## src/design/rpe_pkg.sv

```systemverilog
// Shared types and codes for the rectangle placement engine.
// No dependencies; rpe_cell, the engine and the testbench import this package.
package rpe_pkg;

	typedef enum logic [3:0] {
		S_IDLE,
		S_DEC,
		S_REC,
		S_DIV,
		S_CHK,
		S_COL,
		S_ROW,
		S_WAIT,
		S_WAIT_MAN,
		S_FIN
	} state_t;

	// control bits travelling with a query along the cell chain
	typedef struct packed {
		logic vld;
		logic cand;
		logic hit;
	} qctl_t;

	localparam logic [1:0] OP_RECORD = 2'd0;
	localparam logic [1:0] OP_MANUAL = 2'd1;
	localparam logic [1:0] OP_AUTO   = 2'd2;
	localparam logic [1:0] OP_NONE   = 2'd3;

	localparam logic [3:0] STAT_PLACED   = 4'd0;
	localparam logic [3:0] STAT_AREA     = 4'd1;
	localparam logic [3:0] STAT_OUTSIDE  = 4'd2;
	localparam logic [3:0] STAT_OVERLAP  = 4'd3;
	localparam logic [3:0] STAT_WIDTH    = 4'd4;
	localparam logic [3:0] STAT_HEIGHT   = 4'd5;
	localparam logic [3:0] STAT_NOSPOT   = 4'd6;
	localparam logic [3:0] STAT_RECORDED = 4'd7;
	localparam logic [3:0] STAT_FULL     = 4'd8;

	localparam logic [2:0] CFG_AREA_LEFT   = 3'd0;
	localparam logic [2:0] CFG_AREA_TOP    = 3'd1;
	localparam logic [2:0] CFG_AREA_RIGHT  = 3'd2;
	localparam logic [2:0] CFG_AREA_BOTTOM = 3'd3;
	localparam logic [2:0] CFG_SPACING     = 3'd4;
	localparam logic [2:0] CFG_DEF_WIDTH   = 3'd5;

	localparam int RST_AREA_RIGHT  = 1920;
	localparam int RST_AREA_BOTTOM = 1080;
	localparam int RST_SPACING     = 8;
	localparam int RST_DEF_WIDTH   = 320;

	// height cap is floor(area height * 3 / 5)
	localparam logic [4:0] CAP_DIVISOR = 5'd5;

endpackage

```

## src/design/rpe_cell.sv

```systemverilog
// One store cell: holds a single stored rectangle and its occupied and width flags, tests the
// passing query against it and hands the query on. Uses rpe_pkg.
module rpe_cell #(
	parameter int Idx       = 0,
	parameter int CoordBits = 16,
	parameter int CntBits   = 7
) (
	input  logic                        clk,
	input  logic                        arst_n,
	input  logic [CntBits-1:0]          cnt,
	input  logic                        wr_en,
	input  logic                        wr_occ,
	input  logic                        wr_wid,
	input  logic signed [CoordBits-1:0] wr_left,
	input  logic signed [CoordBits-1:0] wr_top,
	input  logic signed [CoordBits-1:0] wr_right,
	input  logic signed [CoordBits-1:0] wr_bottom,
	input  logic signed [CoordBits+2:0] gap,
	input  rpe_pkg::qctl_t              ctl_i,
	input  logic signed [CoordBits+2:0] ql_i,
	input  logic signed [CoordBits+2:0] qt_i,
	input  logic signed [CoordBits+2:0] qr_i,
	input  logic signed [CoordBits+2:0] qb_i,
	input  logic signed [CoordBits+2:0] qw_i,
	input  logic signed [CoordBits+2:0] qnext_i,
	input  logic [CntBits-1:0]          qn_i,
	output rpe_pkg::qctl_t              ctl_o,
	output logic signed [CoordBits+2:0] ql_o,
	output logic signed [CoordBits+2:0] qt_o,
	output logic signed [CoordBits+2:0] qr_o,
	output logic signed [CoordBits+2:0] qb_o,
	output logic signed [CoordBits+2:0] qw_o,
	output logic signed [CoordBits+2:0] qnext_o,
	output logic [CntBits-1:0]          qn_o
);
	import rpe_pkg::*;

	localparam int CW = CoordBits + 3;

	logic signed [CoordBits-1:0] el_q, et_q, er_q, eb_q;
	logic signed [CW-1:0]        ew_q;
	logic                        occ_q, wid_q;

	logic                 live, hit, match;
	logic signed [CW-1:0] bg;

	qctl_t                ctl_s1;
	logic signed [CW-1:0] ql_s1, qt_s1, qr_s1, qb_s1, qw_s1, qnext_s1;
	logic [CntBits-1:0]   qn_s1;

	always_ff @(posedge clk) begin
		if (wr_en && cnt == CntBits'(Idx)) begin
			el_q  <= wr_left;
			et_q  <= wr_top;
			er_q  <= wr_right;
			eb_q  <= wr_bottom;
			ew_q  <= CW'(wr_right) - CW'(wr_left);
			occ_q <= wr_occ;
			wid_q <= wr_wid;
		end
	end

	always_comb begin
		live  = CntBits'(Idx) < cnt;
		hit   = live && occ_q && (ql_i < CW'(er_q)) && (qr_i > CW'(el_q))
			&& (qt_i < CW'(eb_q)) && (qb_i > CW'(et_q));
		bg    = CW'(eb_q) + gap;
		match = live && wid_q && (ew_q == qw_i);
	end

	always_ff @(posedge clk or negedge arst_n) begin
		if (!arst_n) begin
			ctl_s1 <= '0;
		end else begin
			ctl_s1.vld  <= ctl_i.vld;
			ctl_s1.cand <= ctl_i.cand;
			ctl_s1.hit  <= ctl_i.hit | hit;
		end
	end

	always_ff @(posedge clk) begin
		ql_s1    <= ql_i;
		qt_s1    <= qt_i;
		qr_s1    <= qr_i;
		qb_s1    <= qb_i;
		qw_s1    <= qw_i;
		qnext_s1 <= (hit && bg > qnext_i) ? bg : qnext_i;
		qn_s1    <= qn_i + CntBits'(match);
	end

	assign ctl_o   = ctl_s1;
	assign ql_o    = ql_s1;
	assign qt_o    = qt_s1;
	assign qr_o    = qr_s1;
	assign qb_o    = qb_s1;
	assign qw_o    = qw_s1;
	assign qnext_o = qnext_s1;
	assign qn_o    = qn_s1;

endmodule

```

## config.mk

```make
export PLATFORM = sky130hd
export DESIGN_NAME = rpe_cell
export DESIGN_NICKNAME = d
export VERILOG_FILES = /design/src/design/rpe_pkg.sv /design/src/design/rpe_cell.sv
export SDC_FILE = /design/constraint.sdc
export NUM_CORES = 1
export LEC_CHECK = 0
export ABC_AREA = 1
export BUFFER_PORTS_ARGS = -buffer_cell sky130_fd_sc_hd__buf_4
export CORE_AREA = 5 5 133 186
export CTS_CLUSTER_DIAMETER = 40
export CTS_CLUSTER_SIZE = 20
export DETAILED_ROUTE_END_ITERATION = 8
export DIE_AREA = 0 0 138 191
export GPL_TIMING_DRIVEN = 0
export PLACE_DENSITY = 0.72
export SLEW_MARGIN = 20
export SYNTH_ARGS = -nofsm -noshare
export SYNTH_HDL_FRONTEND = slang
export SYNTH_SLANG_ARGS = --single-unit
```

## constraint.sdc

```tcl
create_clock -name clk -period 4.8 [get_ports clk]
set_clock_uncertainty 0.1 [all_clocks]
set_input_delay 1.44 -clock clk [delete_from_list [all_inputs] [get_ports clk]]
set_output_delay 1.44 -clock clk [all_outputs]
set_load 0.05 [all_outputs]
```

Word-level counts from Yosys, hierarchy flattened
Index checks and enable logic that the tools add are counted.
W data, S select, Z words.
Storage, ports and cells
  register bits after elaboration: 209
  bits of input ports: 219
  output and inout port bits: 124
  logic and storage cells: 39
Operators by class
  add/sub/neg operators: 3
  magnitude comparators: 6
  equal/unequal tests: 1
  mux-type cells: 1
  bitwise operators: 1
  reduce and logical (&&, ||, !) cells: 10
Operators by type and width (count)
  $gt A19 B16 Y1: 2
  $lt A19 B16 Y1: 2
  $add A16 B19 Y19: 1
  $eq A19 B19 Y1: 1
  $gt A19 B19 Y1: 1
  $mux W19: 1
  $sub A16 B16 Y17: 1
  $logic_and A1 B1 Y1: 9
  $add A7 B1 Y7: 1
  $logic_not A7 Y1: 1
  $lt A1 B7 Y1 const A: 1
  $or A1 B1 Y1: 1

Longest topological paths before layout
  depth after elaboration: 8
  gate-level depth with buffers: 25
  depth with buffers taken out: 24

Worst setup path before layout
No wires, ideal clock.
  kind: input to register
  start: in cnt[0]
  end: reg eb_q[0], enable pin
  setup time: 0.525 ns
  arrival: 5.285 ns
  required time: 4.175 ns
  slack: -1.110 ns
  cell stages on the path: 5
  buffers on the path: 0
  cell sequence: nor2_1 -> nand2_1 -> nor3_1 -> inv_1 -> nor2_1
On the way
  longest elaborated chain between the ends: 2
Ends and longest elaborated chain
  start: declaration: line rpe_cell.sv:10  | input logic [CntBits-1:0] cnt,
  $logic_not A7 Y1: line rpe_cell.sv:52  | if (wr_en && cnt == CntBits'(Idx)) begin
  $logic_and A1 B1 Y1: line rpe_cell.sv:52
  end signal: assignment: line rpe_cell.sv:56  | eb_q <= wr_bottom;
  end: declaration: line rpe_cell.sv:40  | logic signed [CoordBits-1:0] el_q, et_q, er_q, eb_q;
No other way between the ends.
A chain may end at the register's enable or synchronous reset.

Worst setup path in the final report
  start: in gap[0]
  end: reg qnext_s1[0], in the netlist qnext_o[0]
On the way
  longest elaborated chain between the ends: 4
Ends and longest elaborated chain
  start: declaration: line rpe_cell.sv:18  | input logic signed [CoordBits+2:0] gap,
  $add A16 B19 Y19 *: line rpe_cell.sv:67  | bg = CW'(eb_q) + gap;
  $gt A19 B19 Y1: line rpe_cell.sv:87  | qnext_s1 <= (hit && bg > qnext_i) ? bg : qnext_i;
  $logic_and A1 B1 Y1: line rpe_cell.sv:87
  $mux W19 *: line rpe_cell.sv:87
  end signal: assignment: line rpe_cell.sv:87
  end: declaration: line rpe_cell.sv:48  | logic signed [CW-1:0] ql_s1, qt_s1, qr_s1, qb_s1, qw_s1, qnext_s1;
Every way passes the cells marked *; elsewhere a longest branch is shown, timed or not.

==> summary.md <==
| Metric | Value |
|---|---|
| Max VDD drop | `0.000378 V` |
| Latest clock arrival within the worst-skew pair | `~0.54 ns` |
| Num ports | `about 340` |
| Final setup fails | `0` |
| Clock Sinks | `between 200 and 250` |
| Slew headroom | `34.6%` |
| Clk root buf | `clkbuf_16` |
| CTS Buffer Depth | `3` |
| Worst-path clk slew | `~0.060 ns` |
| Synthesis warning total | `0` |
| Post-DRT Antenna Nets | `0` |
| Max Cap Viol | `0` |
| Number of global-route vias before repair | `~9100` |
| FP Rows | `66` |
| Fin. Hold Viols | `0` |
| Top-area cell type share of the netlist area | `approximately a quarter` |
| Place WS | `-0.582 ns` |
| Setup WS post-layout | `around 0.25 ns` |
| CTS tree | `built` |
| Cell Count, Final, Fillers Out | `approximately 1800` |
| Core ar. | `~0.023 mm^2` |
| Mapped cell area | `around 0.010 mm^2` |
| Num CTS Buffers | `29` |
| CP startpoint kind | `input port` |
| Pre-Repair DR Iteration Count | `4` |
| Main synth FF type | `dfxtp_1` |
| Critical Setup Path Class | `in2reg` |
| Vias | `8670` |
| FF-to-FF Start | `eb_q[0]` |
| Yosys reg bits | `between 200 and 250` |
| Hold crit path type | `in2async` |
| Final global-route overflow total | `0` |
| H-tree Lvls | `1` |
| Share of cells above drive strength 1 | `between 20% and 30%` |
| Critical Path Max Stage Delay | `~0.42 ns` |
| Initial core utilization | `44.3%` |
| Top post-synthesis cells by area | `edfxtp_1 25%, dfxtp_1 24%, ha_1 16%` |
| Pin count of the biggest net entering global routing | `29` |
| Cell Area, Placed | `between 0.01 and 0.015 mm^2` |
| Global-route wire length before repair | `roughly 46000 um` |
| Sequential fraction of the synthesis area | `between 40% and 50%` |
| EDFF count, synth | `83` |
| Critical Path Fanout Max | `8` |
| Synth async-reset ratio | `~1.4%` |
| WP data arrival | `between 4 and 5 ns` |
| # DRC | `0` |
| Hold WS | `around 0.58 ns` |
| Routed Wire Length | `between 20000 and 30000 um` |
| Vias/cell | `about 4.8` |
| DIE AREA | `between 0.02 and 0.03 mm^2` |
| Area Overhead vs Synth | `39.8%` |
| Tightest Pin Transition | `about 1 ns` |
| Pleak | `between 7 and 8 nW` |
| Crit. End Element | `register` |
| HPWL after detailed placement | `between 20000 and 30000 um` |
| Worst path required time | `between 5 and 6 ns` |
| Die Ht | `191 um` |
| Gr usage total | `21.8%` |
| Hold Buf Count CTS | `0` |
| DP Cell Count | `1745` |
| Most instantiated cells after synthesis | `235 x nand2_1, 187 x inv_1, 129 x ha_1` |
| Min Tclk post-route | `roughly 4.6 ns` |
| R2R depth | `23` |
| Fillers | `approximately 2000` |
| Most common cell in the netlist | `nand2_1` |
| Most frequent CP cell | `nand2_1` |
| Fin crit share | `94.8%` |
| Wirelength per Cell | `~16 um` |
| Die X | `approximately 140 um` |
| Power Dens Cells | `~350 mW/mm^2` |
| Max Slew Vio Count | `0` |
| Buffers on Ports | `~340` |
| Fin util | `61.9%` |
| Crit path cell chain | `buf_4, ha_1, fa_2, nand2_1, nand2_1, o21ai_2, o21ai_1, nand3_1, nand2_1, xnor2_1, clkinv_1, ha_1, nand2_1, nor2_1, nand2_1, nor2_1, nand2_1, nand3_1, nor2_1, nor2_4, nand4_4, buf_4, nand2_1, nand2_1` |
| Nets | `roughly 1800` |
| DR iter-0 viols | `~320` |
| Cell taking the most area after synthesis | `edfxtp_1` |
| RSZ-0062 raised after global routing | `no` |
| Crit path to | `qnext_o[0]` |
| Placer Congestion | `approximately 0.90` |
| CP max-delay cell | `fa_2` |
| Cells after Synth | `roughly 1100` |
| Net count after synthesis | `~1400` |
| R2r endpoint | `qnext_o[0]` |
| Antenna cell count | `0` |
| Finished Cell Area | `about 0.014 mm^2` |
| Synthesized area per cell | `between 9 and 10 um^2` |
| Fmax | `between 200 and 250 MHz` |
| Reg2reg setup slack | `0.84 ns` |
| Initial antenna violation count | `0` |
| Critical Path Start | `gap[0]` |
| Synth cell types | `between 40 and 50` |
| Outcome | `finished, final reports clean` |
## flip-flops by register name, indices dropped and copies added (netlist names)
signal and cells:
ctl_o 3, er_q 16, ew_q 17, qnext_o 19, eb_q 16, qr_o 19
et_q 16, el_q 16, qt_o 19, ql_o 19, qb_o 19, occ_q 1
qw_o 19, wid_q 1, qn_o 7
## layout make-up
cell class	count	area, um^2	area share, %
Timing Repair Buffer	348	2660	18.7
Inverter	189	709	5.00
Clock inverter	23	243	1.71
Buffer	7	52.6	0.370
Tap cell	306	383	2.70
Multi-Input combinational cell	691	4420	31.1
Sequential cell	207	4990	35.1
Clock buffer	31	743	5.23
## critical path: cells and delay by family
family	cells	cell delay, ns
xor gates and xnor gates	1	0.19
and+or+nand+nor	15	1.56
adders and majority gates	3	0.98
AOI/OAI and AO/OA	2	0.23
buffers and inverters	3	0.44
## how the worst min path moves through the flow
stage | startpoint | endpoint | slack (ns) | cells after the start
after floorplan | eb_q[0] | qnext_o[0] | 0.51 | 3
after global placement | eb_q[0] | qnext_o[0] | 0.65 | 3
after detailed placement | eb_q[0] | qnext_o[0] | 0.64 | 3
after CTS | arst_n | ctl_o[2] | 0.56 | 1
after global routing | arst_n | ctl_o[2] | 0.56 | 1
final | arst_n | ctl_o[2] | 0.58 | 1
## what timing repair did
action                                  4_1_cts  5_1_grt
endpoints found under the setup margin       11       17
pin swaps                                     0        1
resized for setup                             1        2
buffers inserted                              0        3
## where the power goes
| part | leakage (nW) | internal, mW | switching, mW |
|---|---|---|---|
| Combinational | 4.99 | 0.342 | 0.548 |
| Clock | 0.472 | 1.23 | 0.871 |
| Sequential | 1.80 | 1.90 | 0.0163 |
## cells by family (layout without fill, tap and decap cells)
kind of cell / after synthesis / after routing / share of synthesized area (%)
AO/OA/AOI/OAI: 125 / 125 / 6.87
XOR/XNOR: 39 / 39 / 3.36
adder cells (fa/ha/maj): 131 / 131 / 16.3
buffers and inverters: 196 / 598 / 7.50
flip-flops: 207 / 207 / 49.1
AND/OR/NAND/NOR: 396 / 396 / 16.9
## through the flow
step	power (mW)	setup TNS [ns]
after global placement	2.83	-157.29
after global routing	5.12	0
after CTS	4.95	0
after floorplan	2.47	0
after detailed placement	2.84	-9.97
final	4.90	0
## layer usage
layer	share of wire [%]	global-route usage [%]
met5	0	0
met1	35	21.6
met2	53	42.5
met4	3.5	7.76
met3	8.8	6.68
## layout by cell type, fill, tap and decap left out, drive strengths merged, types with 2 or more instances in the layout
cell type	count
buf	353
nand2	237
inv	196
ha	129
dfxtp	121
edfxtp	83
nor2	70
a21oi	68
nand4	40
clkbuf	33
nand3	32
o21ai	30
xor2	27
xnor2	12
clkinv	12
a21o	9
nor3	7
nor4	5
a221oi	4
o22ai	4
o31ai	3
clkinvlp	3
dfrtp	3
nand3b	2
fa	2
(Power assumes the default switching activity.)
